===== config.mk =====
export PLATFORM = sky130hd
export DESIGN_NAME = psev_ctrl
export DESIGN_NICKNAME = d
export VERILOG_FILES = /design/src/hw/rtl/psev_pkg.sv /design/src/hw/rtl/psev_ctrl.sv
export SDC_FILE = /design/constraint.sdc
export NUM_CORES = 1
export LEC_CHECK = 0
export BUFFER_PORTS_ARGS = -buffer_cell sky130_fd_sc_hd__buf_2
export CAP_MARGIN = 20
export CORE_AREA = 2 2 39 41
export DETAILED_ROUTE_END_ITERATION = 8
export DIE_AREA = 0 0 41 43
export PLACE_DENSITY = 0.66
export SYNTH_ARGS = -nofsm -noshare
export SYNTH_HDL_FRONTEND = slang
export SYNTH_SLANG_ARGS = --single-unit

===== constraint.sdc =====
create_clock -name clk -period 1.46 [get_ports clk]
set_clock_uncertainty 0.2 [all_clocks]
set_input_delay 0.146 -clock clk [delete_from_list [all_inputs] [get_ports clk]]
set_output_delay 0.146 -clock clk [all_outputs]
set_load 0.1 [all_outputs]

===== src/hw/rtl/psev_pkg.sv =====
// ----------------------------------------------------------------------------
// psev_pkg
// Shared types and constants of the postfix stack evaluator: item and result
// layouts, character codes, status codes and the controller/datapath link.
// ----------------------------------------------------------------------------
package psev_pkg;

  // stack geometry
  localparam int STACK_DEPTH = 128;
  localparam int PTR_W       = $clog2(STACK_DEPTH);
  localparam int CNT_W       = $clog2(STACK_DEPTH + 1);
  localparam int DATA_W      = 32;
  localparam int DIV_CNT_W   = $clog2(DATA_W + 1);

  // character codes
  localparam logic [7:0] CH_ZERO  = 8'h30;
  localparam logic [7:0] CH_NINE  = CH_ZERO + 8'd9;
  localparam logic [7:0] CH_PLUS  = 8'h2B;
  localparam logic [7:0] CH_MINUS = 8'h2D;
  localparam logic [7:0] CH_STAR  = 8'h2A;
  localparam logic [7:0] CH_SLASH = 8'h2F;

  // result status, first error wins
  typedef enum logic [1:0] {
    ST_OK        = 2'd0,
    ST_UNDERFLOW = 2'd1,
    ST_OVERFLOW  = 2'd2,
    ST_DIVZERO   = 2'd3
  } status_t;

  // input item
  typedef struct packed {
    logic [7:0] character;
    logic       end_of_expression;
  } in_t;

  // result item
  typedef struct packed {
    logic signed [DATA_W-1:0] value;
    logic [1:0]               status;
  } out_t;

  // controller to datapath commands
  typedef struct packed {
    logic    load_in;
    logic    push_digit;
    logic    rd_ops;
    logic    alu_go;
    logic    div_start;
    logic    div_take;
    logic    push_res;
    logic    rd_top;
    logic    emit;
    logic    set_err;
    status_t err_code;
  } cmd_t;

  // datapath to controller status
  typedef struct packed {
    logic is_digit;
    logic is_op;
    logic is_div;
    logic last;
    logic err_set;
    logic cnt_zero;
    logic cnt_lt2;
    logic cnt_full;
    logic rhs_zero;
    logic div_done;
    logic out_full;
  } stat_t;

endpackage


===== src/hw/rtl/psev_ctrl.sv =====
// ----------------------------------------------------------------------------
// psev_ctrl
// Sequencer of the evaluator: walks one item through decode, operand read,
// arithmetic, write back and the end-of-expression pop and result.
// ----------------------------------------------------------------------------
module psev_ctrl (
  input  logic                 clk,
  input  logic                 rst,
  input  logic                 item_valid,
  output logic                 item_ready,
  input  logic                 result_ready,
  input  psev_pkg::stat_t      stat,
  output psev_pkg::cmd_t       cmd
);
  import psev_pkg::*;

  typedef enum logic [3:0] {
    S_IDLE,
    S_DECODE,
    S_READ,
    S_DIV,
    S_WRITE,
    S_LAST,
    S_POPRD,
    S_EMIT
  } state_t;

  state_t state;
  state_t state_next;

  // next state and commands
  always_comb begin
    state_next   = state;
    cmd          = '0;
    cmd.err_code = ST_OK;
    item_ready   = 1'b0;
    unique case (state)
      S_IDLE: begin
        item_ready = 1'b1;
        if (item_valid) begin
          cmd.load_in = 1'b1;
          state_next  = S_DECODE;
        end
      end
      S_DECODE: begin
        state_next = S_LAST;
        if (!stat.err_set) begin
          if (stat.is_digit) begin
            if (stat.cnt_full) begin
              cmd.set_err  = 1'b1;
              cmd.err_code = ST_OVERFLOW;
            end else begin
              cmd.push_digit = 1'b1;
            end
          end else if (stat.is_op) begin
            if (stat.cnt_lt2) begin
              cmd.set_err  = 1'b1;
              cmd.err_code = ST_UNDERFLOW;
            end else begin
              cmd.rd_ops = 1'b1;
              state_next = S_READ;
            end
          end
        end
      end
      S_READ: begin
        if (stat.is_div) begin
          if (stat.rhs_zero) begin
            cmd.set_err  = 1'b1;
            cmd.err_code = ST_DIVZERO;
            state_next   = S_LAST;
          end else begin
            cmd.div_start = 1'b1;
            state_next    = S_DIV;
          end
        end else begin
          cmd.alu_go = 1'b1;
          state_next = S_WRITE;
        end
      end
      S_DIV: begin
        if (stat.div_done) begin
          cmd.div_take = 1'b1;
          state_next   = S_WRITE;
        end
      end
      S_WRITE: begin
        cmd.push_res = 1'b1;
        state_next   = S_LAST;
      end
      S_LAST: begin
        if (!stat.last) begin
          state_next = S_IDLE;
        end else if (stat.err_set) begin
          state_next = S_EMIT;
        end else if (stat.cnt_zero) begin
          cmd.set_err  = 1'b1;
          cmd.err_code = ST_UNDERFLOW;
          state_next   = S_EMIT;
        end else begin
          cmd.rd_top = 1'b1;
          state_next = S_POPRD;
        end
      end
      S_POPRD: begin
        state_next = S_EMIT;
      end
      S_EMIT: begin
        if (!stat.out_full || result_ready) begin
          cmd.emit   = 1'b1;
          state_next = S_IDLE;
        end
      end
      default: begin
        state_next = S_IDLE;
      end
    endcase
  end

  // state register
  always_ff @(posedge clk) begin
    if (rst) begin
      state <= S_IDLE;
    end else begin
      state <= state_next;
    end
  end

endmodule


==> impl_metrics.sql, run 1 <==
INSERT INTO impl_metrics (metric_group, metric, value, unit) VALUES
('outcome', 'run_status', 'finished with violations', ''),
('outcome', 'failing_checks', 'setup timing', ''),
('pwr', 'power.density_cell_area', '677', 'mW/mm^2'),
('sta', 'slew_violations', '0', ''),
('detailed_routing', 'routed-via-count', '766', ''),
('global_routing', 'grt-busiest-layer', 'met2', ''),
('clock_tree', 'cts-buffers-inserted', '3', ''),
('logic_synthesis', 'yosysWarningCount', '0', ''),
('sta', 'fin_setup_tns', '-3100', 'ps'),
('global_routing', 'number_of_global_route_vias_before_repair', '684', ''),
('sta', 'tightestPinTransition', '392', 'ps'),
('floorplanning', 'core-area', '0.00138', 'sq mm'),
('pwr', 'finalPower', '0.877', 'mW'),
('clock_tree', 'clk_path_buf_depth', '2', ''),
('pwr', 'peakVddDrop', '0.489', 'mV'),
('logic_synthesis', 'portion_of_the_post_synthesis_area_used_by_sequential_elements', '0.132', ''),
('detailed_routing', 'detail_route.first_pass.iterations', '4', ''),
('final_layout', 'most_flops_register', 'state', ''),
('final_layout', 'regs_by_ff_count', 'state (3)', ''),
('final_layout', 'post-route-cell-area', '0.00129', 'sq mm'),
('logic_synthesis', 'synth.distinct_cells', '31', ''),
('logic_synthesis', 'netlist_top_cells_area', 'sky130_fd_sc_hd__dfxtp_1 (13%), sky130_fd_sc_hd__nand2b_1 (8.2%), sky130_fd_sc_hd__buf_6 (7.4%), sky130_fd_sc_hd__nor4b_2 (6.6%), sky130_fd_sc_hd__inv_1 (5.8%)', ''),
('worst_hold_path', 'hold_path_class', 'input pin to flip-flop', ''),
('detailed_routing', 'route.final.wire_length', '2860', 'um'),
('logic_synthesis', 'post_synth_edffs', '0', ''),
('final_layout', 'final_layout_size_suffix_gt1_frac', '0.831', ''),
('sta', 'final_period_minus_worst_setup_slack', '1790', 'ps'),
('critical_path', 'cp_data_arrival_time', '1440', 'ps'),
('global_routing', 'gr-usage-met3', '0.0628', ''),
('detailed_routing', 'remaining_drc_errors', '0', ''),
('logic_synthesis', 'synth_top_area_frac', '0.132', ''),
('clock_tree', 'clock_sinks', '3', ''),
('global_routing', 'grt_pass1_wl', '3260', 'um'),
('global_routing', 'grt_use_total', '0.280', ''),
('sta', 'timing.max_slew.rel_slack', '0.737', ''),
('critical_path', 'worst-endpoint-required', '1110', 'ps'),
('sta', 'final-setup-viol-count', '15', ''),
('global_routing', 'grt_use_met2', '0.422', ''),
('sta', 'setup_ws', '-326', 'ps'),
('logic_synthesis', 'async_reset_ff_frac', '0', ''),
('floorplanning', 'floorplan.die_area', '0.00176', 'sq mm'),
('pwr', 'p_leak', '0.554', 'nW'),
('global_routing', 'grt_start_max_net_pins', '8', ''),
('sta', 'fmax', '560', 'MHz'),
('floorplanning', 'initial_utilization', '0.329', ''),
('final_layout', 'finish.net_count', '134', ''),
('critical_path', 'crit_path_max_fanout', '6', ''),
('detailed_routing', 'detailedRoute.firstIterationViolations', '16', ''),
('final_layout', 'max_ffs_per_register', '3', ''),
('global_routing', 'antenna_found_initial', '0', ''),
('clock_tree', 'clkTransAtPathRegs', '40', 'ps'),
('detailed_routing', 'viasPerCell', '5.72', ''),
('final_layout', 'areaGrowthSynthToFinish', '184', '%'),
('final_layout', 'number_of_diodes', '0', ''),
('floorplanning', 'die_extent_in_y', '43', 'um'),
('floorplanning', 'design.portCount', '28', ''),
('global_routing', 'grt.overflow.total', '0', ''),
('critical_path', 'worstSetupStartpointType', 'flip-flop', ''),
('sta', 'finalCritPeriodShare', '1.22', ''),
('detailed_routing', 'avgRoutedWirePerCell', '21.3', 'um'),
('logic_synthesis', 'postSynth.topFlopCell', 'sky130_fd_sc_hd__dfxtp_1', ''),
('clock_tree', 'cts_root_buffer', 'sky130_fd_sc_hd__clkbuf_4', ''),
('detailed_routing', 'antenna_violating_nets_post_route', '0', ''),
('clock_tree', 'insertion_delay', '240', 'ps'),
('placement', 'gp_congestion', '0.896', ''),
('sta', 'fin_hold_ws', '163', 'ps'),
('clock_tree', 'ctsHtreeMaxLevel', '1', ''),
('logic_synthesis', 'syn_avg_cell_area', '7.35', 'sq um'),
('sta', 'hold_viol_final', '0', ''),
('logic_synthesis', 'synth-seq-cells', '3', ''),
('placement', 'buffer_ports.inserted', '27', '');
kinds of logic after synthesis:
family	Yosys count	share of synthesized area
AOI/OAI and AO/OA	12	0.203
DFF	3	0.132
buffers and inverters	11	0.148
muxes	1	0.0247
and+or+nand+nor	35	0.492
final timing paths:
| path | startpoint | to | slack [ps] | cells past startpoint |
|---|---|---|---|---|
| max | state[2]$_SDFFE_PP0P_ | cmd[2] | -330 | 4 |
| min | stat[1] | state[0]$_SDFFE_PP0P_ | 160 | 4 |
| max reg2reg | state[0]$_SDFFE_PP0P_ | state[0]$_SDFFE_PP0P_ | -70 | 6 |
| min reg2reg | state[0]$_SDFFE_PP0P_ | state[0]$_SDFFE_PP0P_ | 560 | 3 |
cells in the mapped netlist (all sizes together), types with 2 or more instances:
cell type  n
inv        7
nand2b     6
nor2       5
a21oi      4
buf        4
nand2      4
dfxtp      3
nand3      3
nor4       3
and3       2
and4       2
nor3       2
nor4b      2
cell type report:
type	count	area [sq um]
Clock buffer	4	26.3
Inverter	7	30.0
Fill cell	45	88.8
Sequential cell	3	71.3
Multi-Input combinational cell	48	563
Timing Repair Buffer	56	584
Tap cell	16	20.0
cell usage in the layout (no fill, tap or decap), types with 3 or more instances in the layout:
master	netlist	routed
sky130_fd_sc_hd__buf_4	1	20
sky130_fd_sc_hd__buf_12	0	13
sky130_fd_sc_hd__buf_2	0	14
sky130_fd_sc_hd__nand2b_4	0	3
sky130_fd_sc_hd__dfxtp_4	0	3
sky130_fd_sc_hd__nand2b_1	6	3
sky130_fd_sc_hd__buf_6	3	7
sky130_fd_sc_hd__clkbuf_4	0	3
sky130_fd_sc_hd__inv_1	7	6
sky130_fd_sc_hd__nor4_4	0	3
critical path: stages (launching register included):
cell,delay [ps]
sky130_fd_sc_hd__dfxtp_4,380
sky130_fd_sc_hd__and2b_2,260
sky130_fd_sc_hd__a41o_4,260
sky130_fd_sc_hd__nand2b_4,140
sky130_fd_sc_hd__buf_12,160
per-stage QoR:
stage	setup WS, ps	util	std cells
2_1_floorplan	-629	-	62
3_3_place_gp	-93.0	0.742	119
3_5_place_dp	-108	0.742	119
4_1_cts	-290	0.853	130
5_1_grt	-374	0.936	134
6_report	-326	0.936	134
power by group:
group	total, mW	switching [mW]	internal, mW
combinational	0.614	0.344	0.269
clock	0.152	0.0487	0.103
sequential	0.112	0.0198	0.0918
total	0.877	0.413	0.464
repair_timing:
action / CTS / global route
endpoints found under the setup margin: 16 / 16
resized for setup: 18 / 18
hold buffers: 1 / 0
hold endpoints to repair: 2 / 0
setup buffers: 7 / 5
pin swaps: 14 / 9
cloned: 0 / 0
routing by layer:
| metal | vias up | part of all wire |
|---|---|---|
| met5 | - | 0 |
| li1 | 340 | - |
| met2 | 55 | 0.51 |
| met1 | 353 | 0.36 |
| met4 | 0 | 0.061 |
| met3 | 18 | 0.069 |
(Power assumes the default switching activity.)
==> run 2: changes to the inputs <==
==> constraint.sdc (replaced) <==
create_clock -name clk -period 1.46 [get_ports clk]
set_clock_uncertainty 0.2 [all_clocks]
set_input_delay 0.073 -clock clk [delete_from_list [all_inputs] [get_ports clk]]
set_output_delay 0.073 -clock clk [all_outputs]
set_load 0.1 [all_outputs]
==> run 2 against run 1 <==
- the flow still finishes with violations (setup timing)
- count of clock-buffer cells in the layout unchanged
- via count fell by 15%
- clock power down 7%
- sequential share of layout area increased by 0.43 points
- register-to-register slack is essentially flat
- routed wire length is 35% lower
- design area is 7.2% lower
==> impl_metrics.sql, run 2 (synthesis results as in run 1) <==
INSERT INTO impl_metrics (metric_group, metric, value, unit) VALUES
('floorplanning', 'floorplan.die_area', '0.00176', 'sq mm'),
('sta', 'setup_ws', '-213', 'ps'),
('detailed_routing', 'wire_length_the_detailed_router_placed_on_met1', '673', 'um'),
('detailed_routing', 'met2WireLength', '1090', 'um'),
('critical_path', 'crit-reg2reg-launch', 'state[2]$_SDFFE_PP0P_', ''),
('sta', 'slew_violations', '0', ''),
('final_layout', 'final_layout_size_suffix_gt1_frac', '0.771', ''),
('critical_path', 'crit_path_max_fanout', '5', ''),
('critical_path', 'worstPathBufferInverterCount', '1', ''),
('placement', 'gp_congestion', '0.832', ''),
('placement', 'detailed_place_hpwl', '1320', 'um'),
('critical_path', 'r2r_setup_slack', '-70', 'ps'),
('detailed_routing', 'remaining_drc_errors', '0', ''),
('pwr', 'finalPower', '0.789', 'mW'),
('critical_path', 'setup.worst_path.end_class', 'output pin', ''),
('detailed_routing', 'detail_route.first_pass.iterations', '4', ''),
('final_layout', 'areaGrowthSynthToFinish', '164', '%'),
('detailed_routing', 'route.final.wire_length', '1870', 'um'),
('sta', 'final-setup-viol-count', '15', ''),
('clock_tree', 'clk_path_buf_depth', '2', ''),
('clock_tree', 'cts_tree', 'done', ''),
('final_layout', 'most_flops_register', 'state', ''),
('detailed_routing', 'avgRoutedWirePerCell', '14.9', 'um'),
('critical_path', 'worstSetupStartpointType', 'flip-flop', ''),
('clock_tree', 'insertion_delay', '230', 'ps'),
('critical_path', 'regToRegEndpoint', 'state[0]$_SDFFE_PP0P_', ''),
('final_layout', 'number_of_diodes', '0', ''),
('floorplanning', 'initial_utilization', '0.329', ''),
('global_routing', 'grt_use_total', '0.240', ''),
('final_layout', 'finish.net_count', '125', ''),
('worst_hold_path', 'hold_path_class', 'input pin to flip-flop', ''),
('final_layout', 'final_cell_mix', 'sky130_fd_sc_hd__buf_2 (14), sky130_fd_sc_hd__buf_12 (14), sky130_fd_sc_hd__buf_4 (10), sky130_fd_sc_hd__buf_6 (8), sky130_fd_sc_hd__inv_1 (6)', ''),
('final_layout', 'max_ffs_per_register', '3', ''),
('worst_hold_path', 'hold_path_end', 'state[0]$_SDFFE_PP0P_', ''),
('clock_tree', 'clkTransAtPathRegs', '40', 'ps'),
('outcome', 'failing_checks', 'setup timing', ''),
('critical_path', 'critical-path-slowest-cell', 'sky130_fd_sc_hd__dfxtp_4', ''),
('detailed_routing', 'route.top_layer_used', 'met4', ''),
('detailed_routing', 'viasPerCell', '5.23', ''),
('global_routing', 'grt.overflow.total', '0', ''),
('floorplanning', 'die_extent_in_y', '43', 'um'),
('detailed_routing', 'antenna_violating_nets_post_route', '0', ''),
('sta', 'finalCritPeriodShare', '1.15', ''),
('pwr', 'power.density_cell_area', '657', 'mW/mm^2'),
('critical_path', 'worst-endpoint-required', '1190', 'ps'),
('worst_hold_path', 'min-delay-start', 'stat[1]', ''),
('critical_path', 'cp_data_arrival_time', '1400', 'ps'),
('critical_path', 'timing.reg2reg.worst_path_depth', '7', ''),
('final_layout', 'regs_by_ff_count', 'state (3)', ''),
('floorplanning', 'floorplan_die_width', '41', 'um'),
('global_routing', 'grt_start_max_net_pins', '10', ''),
('floorplanning', 'design.portCount', '28', ''),
('detailed_routing', 'detailedRoute.firstIterationViolations', '5', ''),
('sta', 'final_period_minus_worst_setup_slack', '1670', 'ps'),
('sta', 'fmax', '598', 'MHz'),
('critical_path', 'critical_path_class', 'flip-flop to output pin', ''),
('floorplanning', 'fp-row-count', '14', ''),
('critical_path', 'worstPathCellList', 'nor2_2 > and4_4 > a41o_4 > nand2b_4 > buf_12', ''),
('global_routing', 'antenna_found_initial', '0', ''),
('critical_path', 'timing.critical_path.slowest_cell_delay', '370', 'ps'),
('sta', 'tightestPinTransition', '313', 'ps'),
('pwr', 'p_leak', '0.496', 'nW'),
('global_routing', 'number_of_global_route_vias_before_repair', '652', ''),
('floorplanning', 'core-area', '0.00138', 'sq mm'),
('flow_run', 'drv.max_cap_violation_count', '0', ''),
('pwr', 'peakVddDrop', '0.721', 'mV'),
('sta', 'timing.max_slew.rel_slack', '0.790', ''),
('critical_path', 'critical-path-top-delay-family', 'simple AND/OR/NAND/NOR gates', ''),
('detailed_routing', 'met3WireLength', '66', 'um'),
('placement', 'buffer_ports.inserted', '27', ''),
('clock_tree', 'cts_root_buffer', 'sky130_fd_sc_hd__clkbuf_4', ''),
('worst_hold_path', 'hold_path_cells', '4', ''),
('clock_tree', 'ctsHtreeMaxLevel', '1', ''),
('clock_tree', 'cts-buffers-inserted', '3', ''),
('outcome', 'run_status', 'finished with violations', ''),
('clock_tree', 'clock_sinks', '3', ''),
('sta', 'hold_viol_final', '0', ''),
('global_routing', 'grt_pass1_wl', '2840', 'um'),
('sta', 'rsz0062_at_grt', 'yes', ''),
('placement', 'preCtsSetupSlack', '-35.7', 'ps'),
('detailed_routing', 'routed-via-count', '654', '');
==> run 2: cell types whose count changed in the layout (fill, tap and decap cells not counted), moves of 2 or more <==
cell,before,now
sky130_fd_sc_hd__buf_4,20,10
sky130_fd_sc_hd__nand3_4,1,3
sky130_fd_sc_hd__nand3_2,2,0
sky130_fd_sc_hd__a21oi_1,2,4
==> run 2: timing repair <==
| action | in CTS | in global routing |
|---|---|---|
| endpoints found under the setup margin | 14 | 15 |
| pin swaps | 18 | 6 |
| gates resized for setup | 21 | 8 |
| hold endpoints to repair | 2 | 0 |
| hold buffers | 1 | 0 |
| buffers inserted | 6 | 1 |
==> run 2: per-layer routing <==
layer / up-vias / track usage
met5: - / 0
met1: 305 / 0.266
met4: 0 / 0.147
li1: 320 / -
met2: 25 / 0.388
met3: 4 / 0.0524
==> run 2: cell type report <==
class,count,area [sq um]
Clock buffer,4,26.3
Tap cell,16,20.0
Multi-Input combinational cell,48,528
Sequential cell,3,71.3
Inverter,7,30.0
Timing Repair Buffer,47,526
Fill cell,71,183
==> run 2: worst register-to-register path: cells and delay by family, from the launching register on <==
kind	cells	cell delay (ps)
AND/OR/NAND/NOR	1	50
AO/OA/AOI/OAI	3	460
buffers and inverters	3	380
flip-flops	1	370
==> run 2: through the flow <==
| stage | setup TNS (ps) | hold WS, ps | std cells | instance area (sq um) | utilization |
|---|---|---|---|---|---|
| floorplan | -2910 | -67.6 | 62 | 589 | - |
| global placement | 0 | 80.9 | 113 | 981 | 0.709 |
| detailed placement | -65.6 | 89.0 | 113 | 981 | 0.709 |
| CTS | -1950 | 32.2 | 124 | 1160 | 0.841 |
| global route | -2450 | 61.4 | 125 | 1200 | 0.868 |
| finish | -1730 | 47.5 | 125 | 1200 | 0.868 |
==> run 2: power breakdown <==
part / switching, mW / internal (mW) / total (mW)
logic: 0.301 / 0.239 / 0.540
registers: 0.0172 / 0.0918 / 0.109
clock network: 0.0387 / 0.102 / 0.141
==> run 2: how the worst max path moves through the flow <==
stage | startpoint | to | slack [ps] | cells after the start
finish | state[0]$_SDFFE_PP0P_ | cmd[2] | -210 | 5
floorplan | state[1]$_SDFFE_PP0P_ | cmd[11] | -560 | 3
global route | state[0]$_SDFFE_PP0P_ | cmd[2] | -280 | 5
detailed placement | state[2]$_SDFFE_PP0P_ | cmd[2] | -40 | 5
CTS | state[2]$_SDFFE_PP0P_ | cmd[2] | -210 | 5
global placement | state[2]$_SDFFE_PP0P_ | cmd[2] | 7 | 5
==> run 3: changes to the inputs <==
==> constraint.sdc (replaced) <==
create_clock -name clk -period 1.7 [get_ports clk]
set_clock_uncertainty 0.2 [all_clocks]
set_input_delay 0.085 -clock clk [delete_from_list [all_inputs] [get_ports clk]]
set_output_delay 0.085 -clock clk [all_outputs]
set_load 0.1 [all_outputs]
==> run 3 against run 2 <==
- the flow still finishes with violations (setup timing)
- clock power fell by 16%
- power is 23% lower
- non-clock buffer count down 7
- flip-flop and latch count is the same
- sequential power decreased by 12%
- highest routed layer unchanged
==> impl_metrics.sql, run 3 (synthesis results as in run 1) <==
INSERT INTO impl_metrics (metric_group, metric, value, unit) VALUES
('detailed_routing', 'avgRoutedWirePerCell', '13.9', 'um'),
('critical_path', 'setup.worst_path.end_class', 'output pin', ''),
('clock_tree', 'insertion_delay', '220', 'ps'),
('sta', 'final_period_minus_worst_setup_slack', '1710', 'ps'),
('floorplanning', 'floorplan.die_area', '0.00176', 'sq mm'),
('sta', 'tightestPinTransition', '349', 'ps'),
('floorplanning', 'floorplan_die_width', '41', 'um'),
('placement', 'detailed_place_hpwl', '1170', 'um'),
('critical_path', 'worstPathBufferInverterCount', '1', ''),
('global_routing', 'grt.overflow.total', '0', ''),
('pwr', 'netSwitchingPower', '0.278', 'mW'),
('pwr', 'power.density_cell_area', '577', 'mW/mm^2'),
('sta', 'rsz0062_at_grt', 'yes', ''),
('sta', 'hold_viol_final', '0', ''),
('final_layout', 'max_ffs_per_register', '3', ''),
('critical_path', 'regToRegEndpoint', 'state[0]$_SDFFE_PP0P_', ''),
('clock_tree', 'cts_root_buffer', 'sky130_fd_sc_hd__clkbuf_4', ''),
('critical_path', 'timing.reg2reg.worst_path_depth', '5', ''),
('sta', 'setup_ws', '-9.68', 'ps'),
('critical_path', 'worstPathCellList', 'nor2_1 > a41o_4 > nand2b_4 > buf_12', ''),
('final_layout', 'filler_cell_count', '97', ''),
('critical_path', 'cp_data_arrival_time', '1420', 'ps'),
('critical_path', 'critical-path-slowest-cell', 'sky130_fd_sc_hd__dfxtp_2', ''),
('sta', 'finalCritPeriodShare', '1.01', ''),
('critical_path', 'worst-endpoint-required', '1410', 'ps'),
('clock_tree', 'clock_sinks', '3', ''),
('detailed_routing', 'route.final.wire_length', '1650', 'um'),
('final_layout', 'most_flops_register', 'state', ''),
('final_layout', 'regs_by_ff_count', 'state (3)', ''),
('global_routing', 'grt_use_total', '0.197', ''),
('pwr', 'pwr-share-comb', '0.645', ''),
('pwr', 'power_frac_seq', '0.158', ''),
('floorplanning', 'initial_utilization', '0.329', ''),
('critical_path', 'critical-path-top-delay-family', 'simple AND/OR/NAND/NOR gates', ''),
('outcome', 'failing_checks', 'setup timing', ''),
('detailed_routing', 'routed-via-count', '627', ''),
('final_layout', 'ff_latch_area', '68.8', 'sq um'),
('clock_tree', 'cts_tree', 'done', ''),
('detailed_routing', 'detail_route.first_pass.iterations', '4', ''),
('floorplanning', 'core-area', '0.00138', 'sq mm'),
('worst_hold_path', 'hold_path_cells', '5', ''),
('placement', 'buffer_ports.inserted', '27', ''),
('pwr', 'p_leak', '0.436', 'nW'),
('worst_hold_path', 'hold_path_end', 'state[0]$_SDFFE_PP0P_', ''),
('detailed_routing', 'antenna_violating_nets_post_route', '0', ''),
('critical_path', 'worstSetupStartpointType', 'flip-flop', ''),
('floorplanning', 'design.portCount', '28', ''),
('global_routing', 'antenna_found_initial', '0', ''),
('outcome', 'run_status', 'finished with violations', ''),
('global_routing', 'grt_pass1_wl', '2440', 'um'),
('detailed_routing', 'viasPerCell', '5.31', ''),
('final_layout', 'number_of_diodes', '0', ''),
('final_layout', 'finish.net_count', '118', ''),
('sta', 'fmax', '585', 'MHz'),
('floorplanning', 'die_extent_in_y', '43', 'um'),
('final_layout', 'postLayoutCoreUtil', '0.759', ''),
('pwr', 'p_int', '0.327', 'mW'),
('sta', 'final-setup-viol-count', '1', ''),
('critical_path', 'crit_path_max_fanout', '3', ''),
('pwr', 'peakVddDrop', '0.440', 'mV'),
('global_routing', 'number_of_global_route_vias_before_repair', '591', ''),
('detailed_routing', 'detailedRoute.firstIterationViolations', '4', ''),
('clock_tree', 'cts-buffers-inserted', '3', ''),
('pwr', 'power_frac_clock', '0.197', ''),
('clock_tree', 'clkTransAtPathRegs', '40', 'ps'),
('sta', 'fin_hold_ws', '52.0', 'ps'),
('pwr', 'swShare', '0.459', ''),
('critical_path', 'crit-reg2reg-launch', 'state[2]$_SDFFE_PP0P_', ''),
('final_layout', 'final_layout_size_suffix_gt1_frac', '0.657', ''),
('placement', 'gp_congestion', '0.811', ''),
('worst_hold_path', 'hold_path_class', 'input pin to flip-flop', ''),
('placement', 'number_of_cells_after_detailed_placement', '106', ''),
('floorplanning', 'fp-row-count', '14', ''),
('flow_run', 'drv.max_cap_violation_count', '0', ''),
('critical_path', 'timing.critical_path.slowest_cell_delay', '330', 'ps'),
('final_layout', 'multi_input_comb_area', '454', 'sq um'),
('final_layout', 'final_cell_mix', 'sky130_fd_sc_hd__buf_2 (14), sky130_fd_sc_hd__buf_12 (14), sky130_fd_sc_hd__buf_4 (8), sky130_fd_sc_hd__inv_1 (6)', ''),
('worst_hold_path', 'min-delay-start', 'item_valid', ''),
('clock_tree', 'ctsHtreeMaxLevel', '1', ''),
('sta', 'slew_violations', '0', ''),
('detailed_routing', 'remaining_drc_errors', '0', ''),
('critical_path', 'r2r_setup_slack', '200', 'ps'),
('clock_tree', 'clk_path_buf_depth', '2', ''),
('final_layout', 'final_non_filler_cell_total', '118', ''),
('critical_path', 'critical_path_class', 'flip-flop to output pin', ''),
('final_layout', 'areaGrowthSynthToFinish', '130', '%'),
('sta', 'timing.max_slew.rel_slack', '0.766', ''),
('global_routing', 'grt_start_max_net_pins', '11', '');
run 3: area by class of cell:
class	instances	area share
Tap cell	16	0.0191
Clock buffer	4	0.0250
Timing Repair Buffer	40	0.433
Inverter	7	0.0250
Sequential cell	3	0.0656
Multi-Input combinational cell	48	0.433
run 3: worst reg2reg max path, cell delays in order, from the launching register on:
cell                       delay, ps
sky130_fd_sc_hd__dfxtp_4         360
sky130_fd_sc_hd__buf_4           190
sky130_fd_sc_hd__nand2b_1        180
sky130_fd_sc_hd__a32oi_2         250
sky130_fd_sc_hd__o311ai_1        130
sky130_fd_sc_hd__a21oi_1         120
run 3: power groups by stage:
stage / sequential [mW] / combinational (mW) / clock (mW)
3_3_place_gp: 0.0992 / 0.346 / 0
5_1_grt: 0.0966 / 0.408 / 0.136
2_1_floorplan: 0.0912 / 0.241 / 0
6_report: 0.0957 / 0.390 / 0.119
3_5_place_dp: 0.100 / 0.350 / 0
4_1_cts: 0.0925 / 0.376 / 0.126
run 3: layer usage:
layer / GRT usage / up-vias / share of wire
li1: - / 309 / -
met1: 0.225 / 297 / 0.37
met2: 0.350 / 19 / 0.59
met3: 0.0209 / 2 / 0.031
met4: 0.0667 / 0 / 0.0049
met5: 0 / - / 0
run 3: what timing repair did:
item                                    4_1_cts  5_1_grt
endpoints found under the setup margin        3        7
setup buffers                                 6        1
hold buffers                                  1        0
pin swaps                                     1        5
gates resized for setup                       4        8
hold endpoints to repair                      2        0
run 3: through the flow:
stage | instance area, sq um | setup slack [ps] | TNS [ps] | total power [mW]
after global placement | 916 | 152 | 0 | 0.445
after global routing | 1050 | -85.9 | -274 | 0.640
after detailed placement | 916 | 136 | 0 | 0.450
after floorplan | 564 | -328 | -1170 | 0.333
after CTS | 1010 | -10.7 | -10.7 | 0.594
final | 1050 | -9.68 | -9.68 | 0.605
run 3: worst max path at each step:
| stage | start | to | slack, ps | depth (start not counted) |
|---|---|---|---|---|
| 3_5_place_dp | state[0]$_SDFFE_PP0P_ | cmd[2] | 140 | 5 |
| 2_1_floorplan | state[1]$_SDFFE_PP0P_ | cmd[11] | -330 | 3 |
| 6_report | state[1]$_SDFFE_PP0P_ | cmd[2] | -10 | 4 |
| 5_1_grt | state[1]$_SDFFE_PP0P_ | cmd[2] | -90 | 4 |
| 4_1_cts | state[2]$_SDFFE_PP0P_ | cmd[2] | -10 | 5 |
| 3_3_place_gp | state[1]$_SDFFE_PP0P_ | cmd[9] | 150 | 5 |
